**src/hdl/nedm_pkg.sv**
```systemverilog
// package for the nearest edit-distance matcher
// types, codes, constants and helper functions shared by nedm_cell and the top level
// no dependencies
package nedm_pkg;

    localparam int QUERY_MAX_DEF     = 64;
    localparam int CANDIDATE_MAX_DEF = 512;

    localparam logic [7:0] THRESHOLD_RESET = 8'd3;
    localparam logic [7:0] DIST_SAT        = 8'd255;

    // operation codes of an input item
    localparam logic [1:0] OP_QUERY     = 2'd0;
    localparam logic [1:0] OP_CANDIDATE = 2'd1;
    localparam logic [1:0] OP_FINISH    = 2'd2;

    // result kinds
    localparam logic KIND_DISTANCE = 1'b0;
    localparam logic KIND_ANSWER   = 1'b1;

    typedef enum logic [1:0]
    {
        ST_IDLE,
        ST_SWEEP,
        ST_EMIT
    } nedm_state_t;

    // dp wavefront handed from cell to cell
    typedef struct packed
    {
        logic       valid;
        logic [7:0] diag;
        logic [7:0] left;
    } nedm_wave_t;

    // signals broadcast to every cell
    typedef struct packed
    {
        logic       init;
        logic [7:0] symbol;
        logic       wr_en;
        logic [7:0] wr_byte;
    } nedm_bcast_t;

    function automatic logic [7:0] sat_inc(input logic [7:0] v);
        return (v == DIST_SAT) ? v : v + 8'd1;
    endfunction

endpackage

```
**src/hdl/nedm_cell.sv**
```systemverilog
// one query position of the edit-distance chain
// holds one query byte and one dp row entry, passes the wavefront on
// depends on nedm_pkg
module nedm_cell
#(
    parameter int QUERY_MAX  = nedm_pkg::QUERY_MAX_DEF,
    parameter int CELL_INDEX = 0
)
(
    input  logic                               clk,
    input  logic                               rst_n,
    input  nedm_pkg::nedm_bcast_t              bcast,
    input  logic [$clog2(QUERY_MAX)-1:0]       wr_idx,
    input  logic [$clog2(QUERY_MAX+1)-1:0]     query_length,
    input  nedm_pkg::nedm_wave_t               wave_in,
    output nedm_pkg::nedm_wave_t               wave_out
);
    import nedm_pkg::*;

    localparam int IDX_W  = $clog2(QUERY_MAX);
    localparam int QLEN_W = $clog2(QUERY_MAX+1);
    localparam logic [IDX_W-1:0]  CELL_IDX = IDX_W'(CELL_INDEX);
    localparam logic [QLEN_W-1:0] CELL_POS = QLEN_W'(CELL_INDEX);
    localparam logic [7:0] INIT_VAL = (CELL_INDEX + 1 > 255) ? 8'd255 : 8'(CELL_INDEX + 1);

    logic [7:0] qbyte_reg;
    logic [7:0] qbyte_next;
    logic [7:0] row_reg;
    logic [7:0] row_next;
    logic       valid_reg;
    logic       valid_next;
    logic [7:0] diag_reg;
    logic [7:0] diag_next;
    logic [7:0] left_reg;
    logic [7:0] left_next;

    logic       active;
    logic [7:0] up;
    logic [8:0] sub_sum;
    logic [7:0] sub_val;
    logic [7:0] up_val;
    logic [7:0] left_val;
    logic [7:0] min_a;
    logic [7:0] v;

    always_comb
    begin
        active  = wave_in.valid && (CELL_POS < query_length);
        up      = bcast.init ? INIT_VAL : row_reg;
        sub_sum = {1'b0, wave_in.diag} + {8'd0, (qbyte_reg != bcast.symbol)};
        sub_val = sub_sum[8] ? DIST_SAT : sub_sum[7:0];
        up_val  = sat_inc(up);
        left_val = sat_inc(wave_in.left);
        min_a   = (up_val < sub_val) ? up_val : sub_val;
        v       = (left_val < min_a) ? left_val : min_a;

        qbyte_next = (bcast.wr_en && wr_idx == CELL_IDX) ? bcast.wr_byte : qbyte_reg;
        row_next   = active ? v : row_reg;
        valid_next = wave_in.valid;
        // positions past the query end pass the wavefront through untouched
        diag_next  = active ? up : wave_in.diag;
        left_next  = active ? v : wave_in.left;
    end

    always_ff @(posedge clk or negedge rst_n)
    begin
        if (!rst_n)
        begin
            valid_reg <= 1'b0;
        end
        else
        begin
            valid_reg <= valid_next;
        end
    end

    always_ff @(posedge clk)
    begin
        qbyte_reg <= qbyte_next;
        row_reg   <= row_next;
        diag_reg  <= diag_next;
        left_reg  <= left_next;
    end

    assign wave_out.valid = valid_reg;
    assign wave_out.diag  = diag_reg;
    assign wave_out.left  = left_reg;

endmodule
```
**config.mk**
```make
export PLATFORM = sky130hd
export DESIGN_NAME = nedm_cell
export DESIGN_NICKNAME = d
export VERILOG_FILES = /design/src/hdl/nedm_pkg.sv /design/src/hdl/nedm_cell.sv
export SDC_FILE = /design/constraint.sdc
export NUM_CORES = 1
export LEC_CHECK = 0
export BUFFER_PORTS_ARGS = -buffer_cell sky130_fd_sc_hd__buf_4
export CORE_UTILIZATION = 40
export DETAILED_ROUTE_END_ITERATION = 8
export PLACE_DENSITY_LB_ADDON = 0.2
export RECOVER_POWER = 25
export SYNTH_ARGS = -nofsm -noshare
export SYNTH_HDL_FRONTEND = slang
export SYNTH_SLANG_ARGS = --single-unit
```
**constraint.sdc**
```tcl
create_clock -name clk -period 7.55 [get_ports clk]
set_input_delay 0.755 -clock clk [delete_from_list [all_inputs] [get_ports clk]]
set_output_delay 0.755 -clock clk [all_outputs]
set_load 0.005 [all_outputs]
```
---- After elaboration in Yosys (flattened, before gate mapping) ----
Index checks and enable logic that the tools add are counted.
cells by class
  mux-type cells .......................... 8
  order comparisons ....................... 3
  equal/unequal tests ..................... 3
  reduce and logical (&&, ||, !) cells .... 3
  add/subtract/negate cells ............... 3
operators with widths
  operator                                                             number
  8-bit two-way mux                                                    8
  8-bit by 1-bit adder with 8-bit output, second input constant        2
  8-bit equality test, second input constant                           2
  8-bit < comparator                                                   2
  8-bit by 1-bit adder with 9-bit output                               1
  8-bit inequality test                                                1
  1-bit by 7-bit < comparator with 1-bit output, first input constant  1
  6-bit logical NOT                                                    1
  1-bit logical AND                                                    2
storage, ports and cells
  word-level logic and storage cells ...... 25
  output and inout port bits .............. 17
  input bits .............................. 50
  register bits ........................... 33

---- Depth between registers and ports, before layout ----
Gate-level depths: netlist (run 1).
  word-level depth ........................ 8
  mapped depth ............................ 22
  gate-level depth less buffers ........... 21

---- Worst setup path after synthesis (run 1) ----
OpenSTA, ideal clock, no wires.
  kind .................................... input to register
  from .................................... input port bcast[16] (netlist bit)
  to ...................................... register row_reg[7], data pin
  cell stages on the path ................. 22
  slack ................................... 2,437 ps
  arrival ................................. 4,842 ps
  library setup time ...................... 271 ps
  path buffers ............................ 2
  path through ............................ xor2_1 > nor4_1 > nand2_1 > ha_1 > ha_1 > and3_1 > and2_1 > nor3_1 > ha_1 > nand4_1 > a21oi_1 > nor3_2 > nand2_4 > mux2i_1 > ha_1 > a21oi_1 > o21ai_0 > a21o_1 > clkbuf_1 > and2_1 > buf_4 > mux2i_1
between the ends
  cells in the longest elaborated chain, start to end .. 7
RTL lines
  what                                      RTL line         RTL
  from (decl)                               nedm_cell.sv:12  input nedm_pkg::nedm_bcast_t bcast,
  8-bit inequality test *                   nedm_cell.sv:50  sub_sum = {1'b0, wave_in.diag} + {8'd0, (qbyte_reg != bcast.symbol)};
  8-bit by 1-bit adder with 9-bit output *  nedm_cell.sv:50
  8-bit two-way mux *                       nedm_cell.sv:51  sub_val = sub_sum[8] ? DIST_SAT : sub_sum[7:0];
  8-bit < comparator                        nedm_cell.sv:54  min_a = (up_val < sub_val) ? up_val : sub_val;
  8-bit two-way mux *                       nedm_cell.sv:54
  8-bit < comparator                        nedm_cell.sv:55  v = (left_val < min_a) ? left_val : min_a;
  8-bit two-way mux *                       nedm_cell.sv:55
  net v[7]                                  nedm_cell.sv:44  logic [7:0] v;
  to (signal assigned)                      nedm_cell.sv:80  row_reg <= row_next;
  to (decl)                                 nedm_cell.sv:28  logic [7:0] row_reg;
Mark *: on every way through the listed nets, which the timed path passes. The rest lies on a longest branch.
A chain may end at the register's enable or synchronous reset.

---- Final worst setup path (run 1) ----
Same ends and word-level chain as after synthesis.

==> impl_results.md, run 1 <==
* Synth Area per Inst at a little under 9 sq um
* Critical Path Source: bcast[16]
* First-pass GRT wire length at between 9000 and 10,000 microns
* Post-route DRC at 0
* Tot GR Track Use at 19.5%
* Postcts setup bufs at 0
* Syn Inst Count at between 200 and 300
* Port Buf Inserts at 66
* Count of pins over their slew limit at 0
* Most common flop cell mapped by yosys: edfxtp_1
* Layout cells sized above 1 at 25.8%
* Count of different cell masters after synthesis at 61
* Number of global-route vias before repair at approximately 2.1k
* Layout area overhead at 25.4%
* Latest clock arrival within the worst-skew pair at about 0.29 ns
* GRT overflow at 0
* Achievable frequency at ~0.17 GHz
* RePlAce Congestion at approximately 0.85
* Crit path largest cell delay at 0.53 ns
* Post-synth ARST share at 3.03%
* RSZ-0062 raised after global routing: false
* Min Hold Slack at roughly 0.25 ns
* Max-Cap Viols at 0
* Critical Path End Type: register
* Clock network power share at around 22%
* Seq cells post-synth at 33
* Post-route minimum period at ~5.7 ns
* Simple-gate portion of the synthesized area at between 20% and 30%
* FP Rows at 28
* Largest net degree at the start of global routing at 31
* Core box area at 6030 sq um
* Maximum clock path buffer count at 2
* Comb pwr share at around 41%
* Ant. Diodes at 0
* Hold Violations, Final at 0
* Crit path cell chain: buf_4, xor2_1, nor4_1, nand2_1, ha_1, ha_1, and3_1, and2_1, nor3_1, ha_1, nand4_1, a21oi_1, nor3_2, a21oi_1, a31oi_1, ha_1, a211oi_1, o211ai_1, a21oi_2, o211ai_2, and2_1, mux2i_1
* Setup_tns at 0 ns
* Final Cycle Share at 76.1%
* Seq pwr share at about 37%
* Final antenna-violating net count at 0
* Endpoints failing setup at 0
* Slowest CP cell: nor3_2
* CTS Root Cell: clkbuf_8
* Fin Clk Skew at just under 0.007 ns
* # IOs at 67
* PwrDens at roughly 200 nW/um^2
* Adder-Cell Fraction of Synth Area at 8.86%
* Post-route setup slack at 1.80 ns
* Clk sinks at 33
* Synth Warn # at 0
* WL/cell at between 10 and 15 microns
* Int Pwr at 0.413 mW
* First drt pass iteration count at 4
* Switching power at around 0.23 mW
* Max VDD drop at just under 0.00009 V
* Die span in x at 81.7 microns
* Critical Path AT at about 5.8 ns
* Most used cell, CP: ha_1
* WS Path Type: in -> reg
* Worst setup SP type: primary input
* Slew margin rel. at 59.8%
* Post-DP HPWL at about 4800 microns
* Area of the mapped netlist at 2540 sq um
* Largest family of logic cells by synthesized area: simple AND/OR/NAND/NOR gates
* HP Class: in -> async
* Worst-Margin Slew at between 0.5 and 0.6 ns
* Seq/Total Area, Yosys at between 30% and 40%
* CTS H-tree lvls at 2
* Mux share of post-synthesis cell area at under 10%
* Dpl ws at between 1 and 1.5 ns
* Post-CTS Hold Buffers at 0
* Die area at 6680 sq um
* CTS Buf Count at 5
* Leakage Power at approximately 1.4 nW
* CTS tree: done
* Worst R2R Start: qbyte_reg[7]
* Via count at about 2.3k
* Initial antenna violation count at 0
* Post-synthesis xor/xnor area fraction at around 4.5%
* Status: finished clean
* Post-synth EDFFs at 16
* Nets at 420
* Syn_nets at between 300 and 400
* Via/cell ratio at ~5.4
* Sw frac at 35.4%
* Synth Area in Compound Gates at 19.9%
* Initial drt markers at approximately 150
* Initial Util at a little over two fifths
* Post-Route WL at about 6000 microns
* Worst-path clk slew at 0.07 ns
* Worst EP required at around 7.6 ns
* Post-CTS sizing at 0
* CP max FO at 11
* DIE HEIGHT at a little over 80 microns
[critical path, delay by kind of cell]
family	cells	cell delay [ns]
buffers and inverters	1	0.11
multiplexers	1	0.16
adder cells (fa/ha/maj)	4	1.01
XOR/XNOR	1	0.14
AND/OR/NAND/NOR	8	2.19
AO/OA/AOI/OAI	7	1.37
[Yosys cell counts (all sizes together) (2+ instances only)]
library cell	n	share of area, %
nor2	12	1.8
buf	6	1.7
mux2i	14	5.5
xor2	11	3.8
nand3b	2	1.1
nand2	32	5.0
o21ai	26	5.6
o211ai	4	1.6
edfxtp	16	19
nor4	4	1.2
or2	3	0.74
a21o	2	0.59
or4	3	0.89
o311a	3	1.2
a21oi	24	4.9
clkbuf	3	0.44
o211a	2	0.79
nor3	10	2.2
and4	2	0.69
inv	13	1.9
and2	5	1.2
xnor2	2	0.69
or3	6	1.7
and3	2	0.49
ha	18	8.9
nand4	4	1.2
nand3	12	2.9
a211oi	3	0.89
nor2b	2	0.49
nand2b	6	1.5
a31oi	4	0.98
dfxtp	16	13
[metrics by stage]
stage                     utilization [%]  std cells  total power, mW  cell area, sq um
after floorplan                         -        286            0.415              2540
after global placement               51.5        420            0.502              3100
after detailed placement             51.5        420            0.504              3100
after CTS                            53.1        428            0.645              3200
after global routing                 52.9        428            0.690              3190
final                                52.9        428            0.638              3190
[logic make-up after synthesis]
kind of cell / Yosys count
and+or+nand+nor: 108
AOI/OAI and AO/OA: 77
DFF: 33
buffers and inverters: 22
adders and majority gates: 18
muxes: 15
xor gates and xnor gates: 13
[cells in the final DEF, fill, tap and decap left out, types with 3 or more instances in the layout]
| cell | synthesis | routed |
|---|---|---|
| buf_4 | 3 | 52 |
| o21ai_1 | 5 | 5 |
| edfxtp_1 | 16 | 16 |
| inv_1 | 12 | 12 |
| o21ai_0 | 20 | 20 |
| nand2_1 | 31 | 31 |
| nand2b_1 | 6 | 6 |
| xor2_1 | 11 | 11 |
| clkbuf_8 | 0 | 6 |
| mux2i_1 | 14 | 14 |
| and2_1 | 5 | 5 |
| dfxtp_1 | 16 | 16 |
| or4_1 | 3 | 3 |
| clkbuf_4 | 0 | 14 |
| a211oi_1 | 3 | 3 |
| nor4_1 | 3 | 3 |
| nand3_1 | 11 | 11 |
| ha_1 | 18 | 18 |
| clkbuf_1 | 3 | 3 |
| nand4_1 | 3 | 3 |
| or3_1 | 5 | 5 |
| o311a_1 | 3 | 3 |
| nor3_1 | 9 | 9 |
| nor2_1 | 12 | 12 |
| a21oi_1 | 23 | 23 |
| a31oi_1 | 4 | 4 |
[per-layer routing]
| metal | routed length (microns) | vias to the layer above | GRT usage [%] |
|---|---|---|---|
| li1 | - | 1200 | - |
| met1 | 2640 | 1024 | 26.2 |
| met2 | 2880 | 63 | 31.2 |
| met3 | 334 | 10 | 2.56 |
| met4 | 124 | 0 | 8.60 |
| met5 | 0 | - | 0 |
[path summary, 6_finish.rpt]
| path | to | slack (ns) | depth (start not counted) |
|---|---|---|---|
| setup / recovery | row_reg[7] | 1.80 | 22 |
| hold / removal | valid_reg | 0.25 | 1 |
| setup reg to reg | row_reg[7] | 1.99 | 21 |
| hold reg to reg | diag_reg[6] | 0.65 | 2 |
| max in group asynchronous | valid_reg | 7.22 | 1 |
| min in group clk | valid_reg | 0.63 | 1 |
[power by group through the flow]
stage               combinational, mW  clock, mW  sequential, mW
floorplan                       0.175          0           0.241
global placement                0.260          0           0.242
detailed placement              0.262          0           0.242
CTS                             0.263      0.143           0.238
global route                    0.297      0.151           0.242
finish                          0.262      0.139           0.238
[final cells by class]
class                      instances  area (sq um)
inverter                          13          48.8
fill                             593          2840
tap                               75          93.8
clock inverter                     1          7.51
clock buffer                       7          86.3
timing repair buffer              68           503
multi-input combinational        231          1620
sequential                        33           826
(Power assumes the default switching activity.)
==> run 2, diff against run 1 <==
==> constraint.sdc (replaced) <==
create_clock -name clk -period 4.95 [get_ports clk]
set_input_delay 0.495 -clock clk [delete_from_list [all_inputs] [get_ports clk]]
set_output_delay 0.495 -clock clk [all_outputs]
set_load 0.005 [all_outputs]
==> run 2 against run 1 <==
Against the previous run: die area is the same; largest cell class unchanged; sequential share of layout area fell by 3.1 points; largest power group unchanged; sequential power rose by 53%; critical path depth is 2 higher; via count up 11%; critical path type is now reg -> reg.
==> impl_results.md, run 2 (synthesis gave the netlist of run 1 again) <==
* Layout area overhead at 42.3%
* Worst EP required at 5.17 ns (-2.40 ns)
* CTS Buf Count at 5 (unchanged)
* Area of the multi-input gates at 1750 sq um (+7.5%)
* Nets at 460 (+9.5%)
* Endpoints failing setup at 0 (unchanged)
* Crit path cell chain: xor2_1, nor4_2, nand2_1, ha_2, ha_2, buf_4, nand2_2, or3_4, mux2i_2, ha_1, nand4_1, a211oi_2, nor3_2, buf_4, nand2_4, buf_4, mux2i_2, ha_2, o21ai_0, nand2_1, a21o_2, or3_1, o311a_1, o21ai_1
* Ant. Diodes at 0 (unchanged)
* Post-route minimum period at roughly 4.8 ns
* Dpl ws at -0.306 ns (-1.80 ns)
* Fillers at 539 (-9.1%)
* RePlAce Congestion at 0.864 (+1.3%)
* Initial Util at 42.2% (unchanged)
* # IOs at 67 (unchanged)
* Most frequent cells in the layout: 91 x buf_4, 30 x nand2_1, 18 x o21ai_0
* CTS Root Cell: clkbuf_8
* Cell area after layout at 3620 sq um (+13%)
* Critical Path Source: qbyte_reg[4]
* Final Cycle Share at between 90% and 100%
* Count of pins over their slew limit at 0 (unchanged)
* Slowest CP cell: edfxtp_1
* Min-delay src: wave_in[16]
* Hold Violations, Final at 0 (unchanged)
* CP max FO at 9 (-2)
* Slew margin rel. at 70.0% (+10 points)
* WS Path Type: reg -> reg
* Crit path largest cell delay at 0.39 ns (-0.14 ns)
* Critical Path AT at 4.98 ns (-0.78 ns)
* Top delay family on crit path: simple AND/OR/NAND/NOR gates
* Tot GR Track Use at 20.4% (+0.92 points)
* PwrDens at 304 nW/um^2 (+52%)
* Setup_tns at 0 ns (unchanged)
* HP Class: in -> reg
* Max-Cap Viols at 0 (unchanged)
* Clk sinks at 33 (unchanged)
* Max VDD drop at 0.000152 V (+74%)
* CTS tree: done
* Post-Route WL at 6690 microns (+12%)
* Maximum clock path buffer count at 2 (unchanged)
* Number of global-route vias before repair at 2,238 (+4.9%)
* Via/cell ratio at 5.47 (+2.0%)
* First drt pass iteration count at 4 (unchanged)
* Worst-path clk slew at 0.08 ns (about the same)
* Initial antenna violation count at 0 (unchanged)
* First-pass GRT wire length at 10,300 microns (+3.5%)
* Worst R2R Start: qbyte_reg[4]
* Leakage Power at 1.56 nW (+14%)
* Worst-Margin Slew at 0.445 ns (-0.154 ns)
* Port Buf Inserts at 66 (unchanged)
* Layout cells sized above 1 at 39.9% (+14 points)
* Placed Area at 3340 sq um (+7.7%)
* GRT overflow at 0 (unchanged)
* Largest net degree at the start of global routing at 31 (unchanged)
* Post-route setup slack at 0.191 ns (-1.61 ns)
* Status: finished clean
* Die span in x at 81.7 microns (unchanged)
* Die area at 6680 sq um (unchanged)
* Achievable frequency at ~0.21 GHz
* WL/cell at 14.3 microns (+2.3%)
* Post-route DRC at 0 (unchanged)
* Worst setup SP type: register
* Initial drt markers at 128 (-12%)
* Area occupied by registers at 826 sq um (unchanged)
* CTS H-tree lvls at 2 (unchanged)
* Power consumption at 1.10 mW (+72%)
* Fin Clk Skew at 0.0103 ns (+0.00335 ns)
* Commonest non-fill, non-tap cell in the layout: buf_4
* Latest clock arrival within the worst-skew pair at 0.30 ns (about the same)
* FP Rows at 28 (unchanged)
* Critical Path End Type: register
* Core box area at 6030 sq um (unchanged)
* DIE HEIGHT at 81.7 microns (unchanged)
* Post-DP HPWL at 5070 microns (+6.4%)
* Final antenna-violating net count at 0 (unchanged)
* CP Buf/Inv Count at 3 (+2)
* Via count at 2,561 (+11%)
==> run 2: where the power goes <==
group          switching (mW)  internal (mW)  total [mW]
Clock                   0.103          0.113       0.216
Combinational           0.256          0.264       0.520
Sequential             0.0270          0.338       0.365
==> run 2: worst paths after layout <==
check                                   end  slack (ns)  depth (start not counted)
worst max register to register  left_reg[7]        0.19                         24
worst max-delay path            left_reg[7]        0.19                         24
worst min-delay path              valid_reg        0.37                          1
min in group asynchronous         valid_reg        0.52                          2
max in group asynchronous         valid_reg        4.34                          2
worst min register to register  diag_reg[7]        0.65                          2
==> run 2: layout make-up <==
class / instances / share of cell area, %
clock inverters: 1 / 0.208
repair buffers: 108 / 22.4
multi-input cells: 231 / 48.3
flip-flops and latches: 33 / 22.8
inverters: 13 / 1.35
well taps: 75 / 2.59
clock buffers: 7 / 2.39
==> run 2: metrics by stage <==
stage / hold slack (ns) / std cells / util, %
final: 0.366 / 468 / 60.0
after global routing: 0.365 / 468 / 60.0
after CTS: 0.329 / 461 / 57.4
after detailed placement: 0.271 / 452 / 55.5
after global placement: 0.270 / 452 / 55.5
after floorplan: 0.199 / 286 / -
==> run 2: timing repair <==
action                                  CTS  global route
pin swaps                                 0            13
buffers inserted                          0             6
endpoints found under the setup margin   12            16
cloned                                    0             1
hold buffers                              1             0
hold endpoints to repair                  1             0
gates resized for setup                   2            32
==> run 2: worst reg2reg max path, delay by kind of cell, from the launching register on <==
kind	cells	cell delay (ns)
buffers and inverters	3	0.40
XOR/XNOR	1	0.19
AND/OR/NAND/NOR	9	1.39
flip-flops	1	0.39
multiplexers	2	0.45
adder cells (fa/ha/maj)	4	0.99
AO/OA/AOI/OAI	5	0.88
==> run 2: metal layers <==
layer	track usage [%]	wire, microns	up-vias
li1	-	-	1279
met1	26.6	3040	1209
met5	0	0	-
met3	3.11	208	14
met4	11.4	160	0
met2	32.1	3280	59
